## config.mk

```make
export PLATFORM = sky130hd
export DESIGN_NAME = rgb_to_hsv_convert_core
export DESIGN_NICKNAME = d
export VERILOG_FILES = /design/src/sv/rgbhsv_pkg.sv /design/src/sv/rgbhsv_sort.sv /design/src/sv/rgbhsv_div.sv /design/src/sv/rgbhsv_fmt.sv /design/src/sv/rgb_to_hsv_convert_core.sv
export SDC_FILE = /design/constraint.sdc
export NUM_CORES = 2
export LEC_CHECK = 0
export BUFFER_PORTS_ARGS = -buffer_cell sky130_fd_sc_hd__buf_2
export CAP_MARGIN = 15
export CORE_MARGIN = 2
export CORE_UTILIZATION = 42
export CTS_CLUSTER_SIZE = 20
export DETAILED_ROUTE_END_ITERATION = 8
export GPL_TIMING_DRIVEN = 0
export MAX_ROUTING_LAYER = met4
export SLEW_MARGIN = 10
export SYNTH_ARGS = -nofsm -noshare
export SYNTH_HDL_FRONTEND = slang
export SYNTH_SLANG_ARGS = --single-unit
```

## constraint.sdc

```tcl
create_clock -name clk -period 25.2 [get_ports clk]
set_input_delay 3.78 -clock clk [delete_from_list [all_inputs] [get_ports clk]]
set_output_delay 3.78 -clock clk [all_outputs]
set_load 0.02 [all_outputs]
```

## src/sv/rgbhsv_pkg.sv

```systemverilog
// ----------------------------------------------------------------------------
// rgbhsv_pkg: shared types and constants for the RGB to HSV converter
// Holds the hue format codes, the hue sector codes and the stage structs.
// ----------------------------------------------------------------------------
package rgbhsv_pkg;

  // Channel and divider widths
  localparam int CH_W    = 8;
  localparam int NUM_W   = 16;
  localparam int HUE_W   = 11;
  localparam int DEN_X_W = 9;
  localparam int Q_X_W   = 9;

  // Hue output format, as written to the configuration register
  typedef enum logic [1:0] {
    FMT_RAW  = 2'd0,
    FMT_BYTE = 2'd1,
    FMT_DEG  = 2'd2
  } hue_fmt_t;

  // Six hue sectors; the sector number is the upper bits of the raw hue
  typedef logic [2:0] sector_t;
  localparam sector_t SEC_RED_RISE   = 3'd0;
  localparam sector_t SEC_GRN_FALL   = 3'd1;
  localparam sector_t SEC_GRN_RISE   = 3'd2;
  localparam sector_t SEC_BLU_FALL   = 3'd3;
  localparam sector_t SEC_BLU_RISE   = 3'd4;
  localparam sector_t SEC_RED_FALL   = 3'd5;

  // Sorted channels out of the front stage
  typedef struct packed {
    logic [CH_W-1:0] alpha;
    logic            grey;
    logic [CH_W-1:0] hi;
    logic [CH_W-1:0] mid;
    logic [CH_W-1:0] lo;
    sector_t         sector;
    logic            rising;
  } front_t;

  // Side data that travels with the channel scaling divider
  typedef struct packed {
    logic [CH_W-1:0] alpha;
    logic [CH_W-1:0] val;
    sector_t         sector;
    logic            rising;
  } scl_side_t;

  // Side data that travels with the hue fraction divider
  typedef struct packed {
    logic [CH_W-1:0] alpha;
    logic            grey;
    logic [CH_W-1:0] val;
    sector_t         sector;
    logic            rising;
    logic [CH_W-1:0] sat;
  } xdiv_side_t;

  // One converted color
  typedef struct packed {
    logic [CH_W-1:0]  alpha;
    logic [HUE_W-1:0] hue;
    logic [CH_W-1:0]  sat;
    logic [CH_W-1:0]  val;
  } hsv_t;

endpackage

```

## src/sv/rgbhsv_sort.sv

```systemverilog
// ----------------------------------------------------------------------------
// rgbhsv_sort: front stage of the RGB to HSV converter
// Splits the color, sorts the channels and picks the hue sector, registered.
// ----------------------------------------------------------------------------
module rgbhsv_sort (
  input  logic                clk,
  input  logic                rst_n,
  input  logic                valid_i,
  input  logic [31:0]         color_i,
  output logic                valid_o,
  output rgbhsv_pkg::front_t  front_o
);
  import rgbhsv_pkg::*;

  logic [CH_W-1:0] r, g, b;
  logic [CH_W-1:0] max_rg, min_rg, hi, lo, mid;
  logic [CH_W+1:0] sum;
  logic            valid_r;
  front_t          front_r, front_nxt;

  assign r = color_i[23:16];
  assign g = color_i[15:8];
  assign b = color_i[7:0];

  // Sort: max and min by compare, middle as what is left of the sum
  assign max_rg = (r > g) ? r : g;
  assign min_rg = (r > g) ? g : r;
  assign hi     = (b > max_rg) ? b : max_rg;
  assign lo     = (b < min_rg) ? b : min_rg;
  assign sum    = (CH_W+2)'(r) + (CH_W+2)'(g) + (CH_W+2)'(b);
  assign mid    = CH_W'(sum - (CH_W+2)'(hi) - (CH_W+2)'(lo));

  // Pick the sector from the largest channel and the middle one
  always_comb begin
    front_nxt       = '0;
    front_nxt.alpha = color_i[31:24];
    front_nxt.grey  = (r == g) && (g == b);
    front_nxt.hi    = hi;
    front_nxt.mid   = mid;
    front_nxt.lo    = lo;
    if (r == hi) begin
      front_nxt.rising = (g == mid);
      front_nxt.sector = (g == mid) ? SEC_RED_RISE : SEC_RED_FALL;
    end else if (g == hi) begin
      front_nxt.rising = (b == mid);
      front_nxt.sector = (b == mid) ? SEC_GRN_RISE : SEC_GRN_FALL;
    end else begin
      front_nxt.rising = (r == mid);
      front_nxt.sector = (r == mid) ? SEC_BLU_RISE : SEC_BLU_FALL;
    end
  end

  // Advance valid
  always_ff @(posedge clk) begin
    if (!rst_n) begin
      valid_r <= 1'b0;
    end else begin
      valid_r <= valid_i;
    end
  end

  // Hold payload
  always_ff @(posedge clk) begin
    front_r <= front_nxt;
  end

  assign valid_o = valid_r;
  assign front_o = front_r;

endmodule

```

## src/sv/rgbhsv_div.sv

```systemverilog
// ----------------------------------------------------------------------------
// rgbhsv_div: pipelined restoring divider
// One quotient bit per stage, QW stages; the numerator must be below
// den << QW. Side data and valid travel alongside the quotient.
// ----------------------------------------------------------------------------
module rgbhsv_div #(
  parameter int NW = 16,
  parameter int DW = 8,
  parameter int QW = 8,
  parameter int SW = 1
) (
  input  logic          clk,
  input  logic          rst_n,
  input  logic          valid_i,
  input  logic [NW-1:0] num_i,
  input  logic [DW-1:0] den_i,
  input  logic [SW-1:0] side_i,
  output logic          valid_o,
  output logic [QW-1:0] quo_o,
  output logic [SW-1:0] side_o
);

  localparam int CW = NW + DW + QW;

  logic          v_r   [QW];
  logic [QW-1:0] q_r   [QW];
  logic [SW-1:0] s_r   [QW];
  logic [NW-1:0] rem_r [QW-1];
  logic [DW-1:0] d_r   [QW-1];

  for (genvar k = 0; k < QW; k++) begin : g_stage
    localparam int Sh = QW - 1 - k;

    logic          v_in;
    logic [NW-1:0] rem_in;
    logic [DW-1:0] d_in;
    logic [QW-1:0] q_in;
    logic [SW-1:0] s_in;
    logic [CW-1:0] trial;
    logic          ge;

    // Take the stage input from the ports or the previous stage
    if (k == 0) begin : g_first
      assign v_in   = valid_i;
      assign rem_in = num_i;
      assign d_in   = den_i;
      assign q_in   = '0;
      assign s_in   = side_i;
    end else begin : g_next
      assign v_in   = v_r[k-1];
      assign rem_in = rem_r[k-1];
      assign d_in   = d_r[k-1];
      assign q_in   = q_r[k-1];
      assign s_in   = s_r[k-1];
    end

    // Trial subtract of the shifted divisor
    assign trial = CW'(d_in) << Sh;
    assign ge    = CW'(rem_in) >= trial;

    always_ff @(posedge clk) begin
      if (!rst_n) begin
        v_r[k] <= 1'b0;
      end else begin
        v_r[k] <= v_in;
      end
    end

    always_ff @(posedge clk) begin
      q_r[k] <= q_in | (QW'(ge) << Sh);
      s_r[k] <= s_in;
    end

    // Carry remainder and divisor to the next stage
    if (k < QW - 1) begin : g_carry
      always_ff @(posedge clk) begin
        rem_r[k] <= ge ? NW'(CW'(rem_in) - trial) : rem_in;
        d_r[k]   <= d_in;
      end
    end
  end

  assign valid_o = v_r[QW-1];
  assign quo_o   = q_r[QW-1];
  assign side_o  = s_r[QW-1];

endmodule

```

## src/sv/rgbhsv_fmt.sv

```systemverilog
// ----------------------------------------------------------------------------
// rgbhsv_fmt: output format stages of the RGB to HSV converter
// First stage forms byte hue, degree hue and percent values by reciprocal
// multiplies; second stage selects by format and registers the result.
// ----------------------------------------------------------------------------
module rgbhsv_fmt (
  input  logic                  clk,
  input  logic                  rst_n,
  input  logic                  valid_i,
  input  rgbhsv_pkg::hsv_t      hsv_i,
  input  rgbhsv_pkg::hue_fmt_t  fmt_i,
  output logic                  valid_o,
  output rgbhsv_pkg::hsv_t      hsv_o
);
  import rgbhsv_pkg::*;

  // floor(n / 6) = n * BYTE_RCP >> 16 for n below 32768
  localparam logic [13:0] BYTE_RCP = 14'd10923;
  // floor(n * 359 / 1530) = n * DEG_RCP >> 22 for n below 8192
  localparam logic [19:0] DEG_RCP  = 20'd984154;
  // floor(n * 100 / 255) = n * PCT_RCP >> 16 for n up to 255
  localparam logic [14:0] PCT_RCP  = 15'd25701;

  logic [HUE_W-1:0] hue_n;
  logic [24:0]      prod_byte;
  logic [30:0]      prod_deg;
  logic [22:0]      prod_sat, prod_val;

  logic             d_v_r;
  hsv_t             d_hsv_r;
  logic [7:0]       d_byte_r;
  logic [8:0]       d_deg_r;
  logic [6:0]       d_sat_pct_r, d_val_pct_r;

  logic             e_v_r;
  hsv_t             e_hsv_r, e_hsv_nxt;

  // Rounded hue index and the reciprocal products
  assign hue_n     = hsv_i.hue + HUE_W'(3);
  assign prod_byte = 25'(hue_n) * 25'(BYTE_RCP);
  assign prod_deg  = 31'(hue_n) * 31'(DEG_RCP);
  assign prod_sat  = 23'(hsv_i.sat) * 23'(PCT_RCP);
  assign prod_val  = 23'(hsv_i.val) * 23'(PCT_RCP);

  always_ff @(posedge clk) begin
    if (!rst_n) begin
      d_v_r <= 1'b0;
      e_v_r <= 1'b0;
    end else begin
      d_v_r <= valid_i;
      e_v_r <= d_v_r;
    end
  end

  // Hold products; byte hue keeps the low 8 bits so 256 wraps to 0
  always_ff @(posedge clk) begin
    d_hsv_r     <= hsv_i;
    d_byte_r    <= prod_byte[23:16];
    d_deg_r     <= prod_deg[30:22];
    d_sat_pct_r <= prod_sat[22:16];
    d_val_pct_r <= prod_val[22:16];
  end

  // Select the configured format
  always_comb begin
    e_hsv_nxt = d_hsv_r;
    case (fmt_i)
      FMT_RAW: begin
        e_hsv_nxt = d_hsv_r;
      end
      FMT_BYTE: begin
        e_hsv_nxt.hue = HUE_W'(d_byte_r);
      end
      FMT_DEG: begin
        e_hsv_nxt.hue = HUE_W'(d_deg_r);
        e_hsv_nxt.sat = CH_W'(d_sat_pct_r);
        e_hsv_nxt.val = CH_W'(d_val_pct_r);
      end
      default: begin
        e_hsv_nxt = d_hsv_r;
      end
    endcase
  end

  always_ff @(posedge clk) begin
    e_hsv_r <= e_hsv_nxt;
  end

  assign valid_o = e_v_r;
  assign hsv_o   = e_hsv_r;

endmodule

```

## src/sv/rgb_to_hsv_convert_core.sv

```systemverilog
// ----------------------------------------------------------------------------
// rgb_to_hsv_convert_core: ARGB to HSV converter, six-sector integer hue
// Path: sort register, channel scaling dividers, operand register,
// hue fraction divider, hue register and the format stages, in order.
// Throughput: one color per cycle; busy stays low, set by the fully
// pipelined dividers (8 stages for channel scaling, 9 for the hue fraction).
// Reset clears every valid bit and sets the hue format to raw.
// Results are strobed for one cycle; the receiver cannot stall them.
// ----------------------------------------------------------------------------
module rgb_to_hsv_convert_core (
  input  logic        clk,
  input  logic        rst_n,
  input  logic        start,
  output logic        busy,
  input  logic [31:0] in_argb_color,
  input  logic        cfg_valid,
  output logic        cfg_ready,
  input  logic [1:0]  cfg_hue_format,
  output logic        out_valid,
  output logic [7:0]  out_alpha_out,
  output logic [10:0] out_hue_out,
  output logic [7:0]  out_saturation_out,
  output logic [7:0]  out_value_out
);
  import rgbhsv_pkg::*;

  localparam int LAT = 22;

  hue_fmt_t          hue_fmt_r;

  logic              front_v;
  front_t            front;
  logic [NUM_W-1:0]  num_mid, num_lo;
  scl_side_t         sa_side;
  logic              sa_v, sl_v, sl_grey;
  logic [CH_W-1:0]   mid_s, lo_s;
  logic [$bits(scl_side_t)-1:0] sa_side_vec;
  scl_side_t         sa_side_out;

  logic              b_v_r;
  xdiv_side_t        b_side_r, b_side_nxt;
  logic [NUM_W-1:0]  b_num_r, b_num_nxt;
  logic [DEN_X_W-1:0] b_den_r, b_den_nxt;
  logic [CH_W-1:0]   sat_b, diff_b;

  logic              x_v;
  logic [Q_X_W-1:0]  x_q;
  logic [$bits(xdiv_side_t)-1:0] x_side_vec;
  xdiv_side_t        x_side;
  logic [CH_W-1:0]   fall;

  logic              c_v_r;
  hsv_t              c_hsv_r, c_hsv_nxt;

  logic              f_v;
  hsv_t              f_hsv;

  // Input and configuration handshakes
  assign busy      = 1'b0;
  assign cfg_ready = 1'b1;

  always_ff @(posedge clk) begin
    if (!rst_n) begin
      hue_fmt_r <= FMT_RAW;
    end else if (cfg_valid && cfg_ready) begin
      hue_fmt_r <= hue_fmt_t'(cfg_hue_format);
    end
  end

  // Sort channels
  rgbhsv_sort u_sort (
    .clk     (clk),
    .rst_n   (rst_n),
    .valid_i (start && !busy),
    .color_i (in_argb_color),
    .valid_o (front_v),
    .front_o (front)
  );

  // Scale middle and least channel to 255 * c / max
  assign num_mid = {front.mid, CH_W'(0)} - NUM_W'(front.mid);
  assign num_lo  = {front.lo, CH_W'(0)} - NUM_W'(front.lo);

  always_comb begin
    sa_side        = '0;
    sa_side.alpha  = front.alpha;
    sa_side.val    = front.hi;
    sa_side.sector = front.sector;
    sa_side.rising = front.rising;
  end

  rgbhsv_div #(
    .NW (NUM_W),
    .DW (CH_W),
    .QW (CH_W),
    .SW ($bits(scl_side_t))
  ) u_div_mid (
    .clk     (clk),
    .rst_n   (rst_n),
    .valid_i (front_v),
    .num_i   (num_mid),
    .den_i   (front.hi),
    .side_i  (sa_side),
    .valid_o (sa_v),
    .quo_o   (mid_s),
    .side_o  (sa_side_vec)
  );

  rgbhsv_div #(
    .NW (NUM_W),
    .DW (CH_W),
    .QW (CH_W),
    .SW (1)
  ) u_div_lo (
    .clk     (clk),
    .rst_n   (rst_n),
    .valid_i (front_v),
    .num_i   (num_lo),
    .den_i   (front.hi),
    .side_i  (front.grey),
    .valid_o (sl_v),
    .quo_o   (lo_s),
    .side_o  (sl_grey)
  );

  assign sa_side_out = scl_side_t'(sa_side_vec);

  // Saturation and fraction operands
  assign sat_b  = CH_W'(255) - lo_s;
  assign diff_b = mid_s - lo_s;

  always_comb begin
    b_side_nxt        = '0;
    b_side_nxt.alpha  = sa_side_out.alpha;
    b_side_nxt.grey   = sl_grey;
    b_side_nxt.val    = sa_side_out.val;
    b_side_nxt.sector = sa_side_out.sector;
    b_side_nxt.rising = sa_side_out.rising;
    b_side_nxt.sat    = sat_b;
    b_num_nxt         = {diff_b, CH_W'(0)};
    b_den_nxt         = DEN_X_W'(sat_b) + DEN_X_W'(sat_b[CH_W-1]);
  end

  always_ff @(posedge clk) begin
    if (!rst_n) begin
      b_v_r <= 1'b0;
    end else begin
      b_v_r <= sa_v && sl_v;
    end
  end

  always_ff @(posedge clk) begin
    b_side_r <= b_side_nxt;
    b_num_r  <= b_num_nxt;
    b_den_r  <= b_den_nxt;
  end

  // Hue fraction ((mid - lo) << 8) / (sat + sat / 128)
  rgbhsv_div #(
    .NW (NUM_W),
    .DW (DEN_X_W),
    .QW (Q_X_W),
    .SW ($bits(xdiv_side_t))
  ) u_div_x (
    .clk     (clk),
    .rst_n   (rst_n),
    .valid_i (b_v_r),
    .num_i   (b_num_r),
    .den_i   (b_den_r),
    .side_i  (b_side_r),
    .valid_o (x_v),
    .quo_o   (x_q),
    .side_o  (x_side_vec)
  );

  assign x_side = xdiv_side_t'(x_side_vec);

  // Falling sectors use 255 - x, clamped at 0 when x reaches 256
  assign fall = x_q[Q_X_W-1] ? CH_W'(0) : (CH_W'(255) - x_q[CH_W-1:0]);

  // Assemble raw hue; grey forces hue and saturation to 0
  always_comb begin
    c_hsv_nxt       = '0;
    c_hsv_nxt.alpha = x_side.alpha;
    c_hsv_nxt.val   = x_side.val;
    if (!x_side.grey) begin
      c_hsv_nxt.sat = x_side.sat;
      c_hsv_nxt.hue = {x_side.sector, CH_W'(0)} +
                      (x_side.rising ? HUE_W'(x_q) : HUE_W'(fall));
    end
  end

  always_ff @(posedge clk) begin
    if (!rst_n) begin
      c_v_r <= 1'b0;
    end else begin
      c_v_r <= x_v;
    end
  end

  always_ff @(posedge clk) begin
    c_hsv_r <= c_hsv_nxt;
  end

  // Format and output register
  rgbhsv_fmt u_fmt (
    .clk     (clk),
    .rst_n   (rst_n),
    .valid_i (c_v_r),
    .hsv_i   (c_hsv_r),
    .fmt_i   (hue_fmt_r),
    .valid_o (f_v),
    .hsv_o   (f_hsv)
  );

  assign out_valid          = f_v;
  assign out_alpha_out      = f_hsv.alpha;
  assign out_hue_out        = f_hsv.hue;
  assign out_saturation_out = f_hsv.sat;
  assign out_value_out      = f_hsv.val;

  // Every result strobe goes back to an earlier input transfer
  a_out_has_source : assert property (@(posedge clk) disable iff (!rst_n)
    out_valid |-> $past(start && !busy, LAT))
    else $error("result strobe without a matching input transfer");

  // Grey colors come out with zero hue and saturation in every format
  a_grey_zero : assert property (@(posedge clk) disable iff (!rst_n)
    (start && !busy && in_argb_color[23:16] == in_argb_color[15:8] &&
     in_argb_color[15:8] == in_argb_color[7:0])
    |-> ##LAT (out_valid && out_hue_out == 11'd0 && out_saturation_out == 8'd0))
    else $error("grey color gave nonzero hue or saturation");

  // Alpha passes through unchanged
  a_alpha_pass : assert property (@(posedge clk) disable iff (!rst_n)
    (start && !busy) |-> ##LAT (out_alpha_out == $past(in_argb_color[31:24], LAT)))
    else $error("alpha changed through the pipeline");

  // Hue never leaves the raw range
  a_hue_range : assert property (@(posedge clk) disable iff (!rst_n)
    out_valid |-> (out_hue_out <= 11'd1535))
    else $error("hue out of range");

endmodule
```

==> impl_metrics.toml <==
[cells_and_area]
drive_gt1_frac = 0.0711
final_util = 0.480
seq_area_sq_um = 23600
antenna_cells = 0
syn_to_final_growth_pct = 13.4
num-nets-final = 5151
fillers = 10200
design_area_sq_um = 53000
multiInputGateArea_sq_um = 20800

[clock_network]
cts_tree = "done"
cts_buffers = 115
clock-sinks = 1181
cts_root_buffer = "clkbuf_16"
hold_buffers = 0
post_cts_buffers = 0
clkLatencyLatePin_ps = 700
htreeDepth = 3
cts_resized = 0
clk_pin_slew_ps = 60
cts_max_path_buffers = 3

[floorplan]
fp.coreArea_sq_um = 111000
dieArea_sq_um = 114000
floorplan.initialDensity = 0.423
die_w_microns = 338
die_y_microns = 338
rows = 122
io_pins = 76

[drt]
routedWlPerCell_microns = 13.3
drtIter0Drc = 1002
antenna_left = 0
vias_per_cell = 4.59
firstDrtPassIters = 6
wl_microns = 80300
route.detailed.drc = 0
dr_total_vias = 27700

[timing]
grt_setup_unrepaired = "no"
fin_crit_ps = 11700
clock.fmax_mhz = 85.5
skew_ps = 36.7
finalCritPeriodShare = 0.464
slew_violations = 0
fin_tns_setup_ps = 0
finalHoldViolations = 0
setup_viol = 0
max-slew-margin-rel = 0.264
worst_pin_slew_ps = 1100

[run]
maxCapViolCount = 0

[global_routing]
grt_remaining_overflow = 0
busiest_layer = "met2"
grt_usage = 0.150
met3_usage = 0.0231
met2_usage = 0.255
grtUsageMet1 = 0.177
grt_pass1_wl_microns = 135000
grt_pass1_vias = 27800
grt_antenna_before_repair = 2
grt_max_degree = 17

[place]
hpwlAfterDp_microns = 61900
dpl_cell_area_sq_um = 49000
gp_congestion = 0.856
port_buffers = 73

[critical_path]
required_ps = 25820
end_kind = "flip-flop"
cpPeakStageDelay_ps = 530
crit_cells = 36
path_common_cell = "inv_1"
regToRegSetupSlack_ps = 17150
worstPathArrival_ps = 12320
crit_path_max_fanout = 10
rr_worst_depth = 24
path_delay_family = "adder cells"
slowest_stage = "xnor2_1"
startpoint = "in_argb_color[12]"
critical_path.startpoint_type = "input pin"
path_class = "in -> reg"
crit_buf_inv = 9
cp-endpoint = "u_sort.front_o[0]"
r2r_end = "u_fmt.d_byte_r[7]"
r2r-start = "c_hsv_r[16]"

[synth]
synthFlopType = "dfxtp_1"
syn_inst = 4254
synthArstFlopShare = 0
avgSynthCellArea_sq_um = 11.0
synth-edff-count = 0
syn-num-nets = 4957
ys_seq_elements = 1181
syn-cell-area_sq_um = 46700
synth_cell_types = 72
seq_area_frac_synth = 0.506
ys_warn_count = 0

[status]
status = "finished, final reports clean"

[hold_path]
hold_class = "reg -> reg"
==> worst min path at each step <==
stage / from / endpoint / slack, ps / cells past startpoint
2_1_floorplan: u_div_mid.s_r[7][2] / b_side_r[10] / 310 / 0
3_3_place_gp: u_div_x.s_r[0][80] / u_div_x.s_r[0][109] / 310 / 0
3_5_place_dp: u_div_mid.s_r[7][8] / b_side_r[16] / 310 / 0
4_1_cts: u_div_x.q_r[0][67] / u_div_x.q_r[1][4] / 310 / 0
5_1_grt: u_div_x.q_r[0][69] / u_div_x.q_r[1][6] / 310 / 0
6_report: u_div_lo.q_r[5][6] / u_div_lo.q_r[6][6] / 310 / 0
==> area by class of cell <==
| cell class | count | area share |
|---|---|---|
| Multi-Input combinational cell | 2468 | 0.392 |
| Buffer | 63 | 0.00477 |
| Clock inverter | 58 | 0.0135 |
| Sequential cell | 1181 | 0.446 |
| Clock buffer | 157 | 0.0622 |
| Timing Repair Buffer | 77 | 0.00746 |
| Inverter | 542 | 0.0384 |
| Tap cell | 1488 | 0.0351 |
==> stage by stage <==
stage / std cells / hold WS, ps / setup slack [ps]
2_1_floorplan: 4254 / 310 / 14290
3_3_place_gp: 5815 / 309 / 12930
3_5_place_dp: 5817 / 312 / 12810
4_1_cts: 6032 / 311 / 13530
5_1_grt: 6034 / 315 / 12940
6_report: 6034 / 305 / 13500
==> routing by layer <==
metal	routed length, microns	vias to the layer above
li1	-	14400
met1	36200	12800
met2	39000	333
met3	2580	159
met4	2480	0
met5	0	-
==> layout by cell type, fill, tap and decap left out, types with 71 or more instances in the layout <==
cell type / synthesis / routed
xor2_1: 92 / 92
ha_1: 515 / 515
o21ai_0: 140 / 140
nor2b_1: 74 / 74
a21o_1: 140 / 140
xnor2_1: 209 / 209
buf_2: 1 / 74
clkbuf_16: 0 / 117
fa_1: 150 / 150
nand2_1: 146 / 146
clkbuf_1: 56 / 74
inv_1: 542 / 542
nor2_1: 242 / 242
a21oi_1: 212 / 212
nand2b_1: 71 / 71
dfxtp_1: 1181 / 1181
==> sequential cells by signal (all words and copies together), names as in the netlist, 36 cells and up <==
register,count
u_div_mid.s_r,125
u_div_x.rem_r,92
u_div_x.q_r,45
u_div_lo.q_r,36
u_div_mid.q_r,36
u_div_mid.rem_r,112
u_div_x.d_r,72
u_div_x.s_r,261
u_div_lo.rem_r,112
u_sort.front_o,37
==> synth_stat cells, drive strengths merged, types with 34 or more instances <==
| cell | count | area [sq um] |
|---|---|---|
| a21oi | 213 | 1080 |
| nand2b | 71 | 444 |
| dfxtp | 1181 | 23600 |
| fa | 150 | 3000 |
| mux2 | 34 | 383 |
| nor2 | 242 | 908 |
| and2 | 45 | 282 |
| nor3 | 52 | 277 |
| nor2b | 74 | 463 |
| a21o | 140 | 1050 |
| nor4 | 41 | 257 |
| clkbuf | 56 | 210 |
| o21ai | 153 | 769 |
| nand2 | 146 | 548 |
| xor2 | 92 | 806 |
| nand4 | 40 | 250 |
| xnor2 | 209 | 1830 |
| inv | 542 | 2030 |
| ha | 515 | 6440 |
==> cell families (layout without fill, tap and decap cells) <==
kind of cell               after synthesis  in the layout  synth area share
and+or+nand+nor                        813            813            0.0882
other                                    2              2          0.000161
xor gates and xnor gates               305            305            0.0584
AOI/OAI and AO/OA                      622            622            0.0822
adders and majority gates              665            665             0.202
muxes                                   61             61            0.0140
DFF                                   1181           1181             0.506
buffers and inverters                  605            897            0.0490
Power is left out: the tool's default activity adds up to more than one toggle a clock period on the data nets, which glitch-free logic cannot reach.
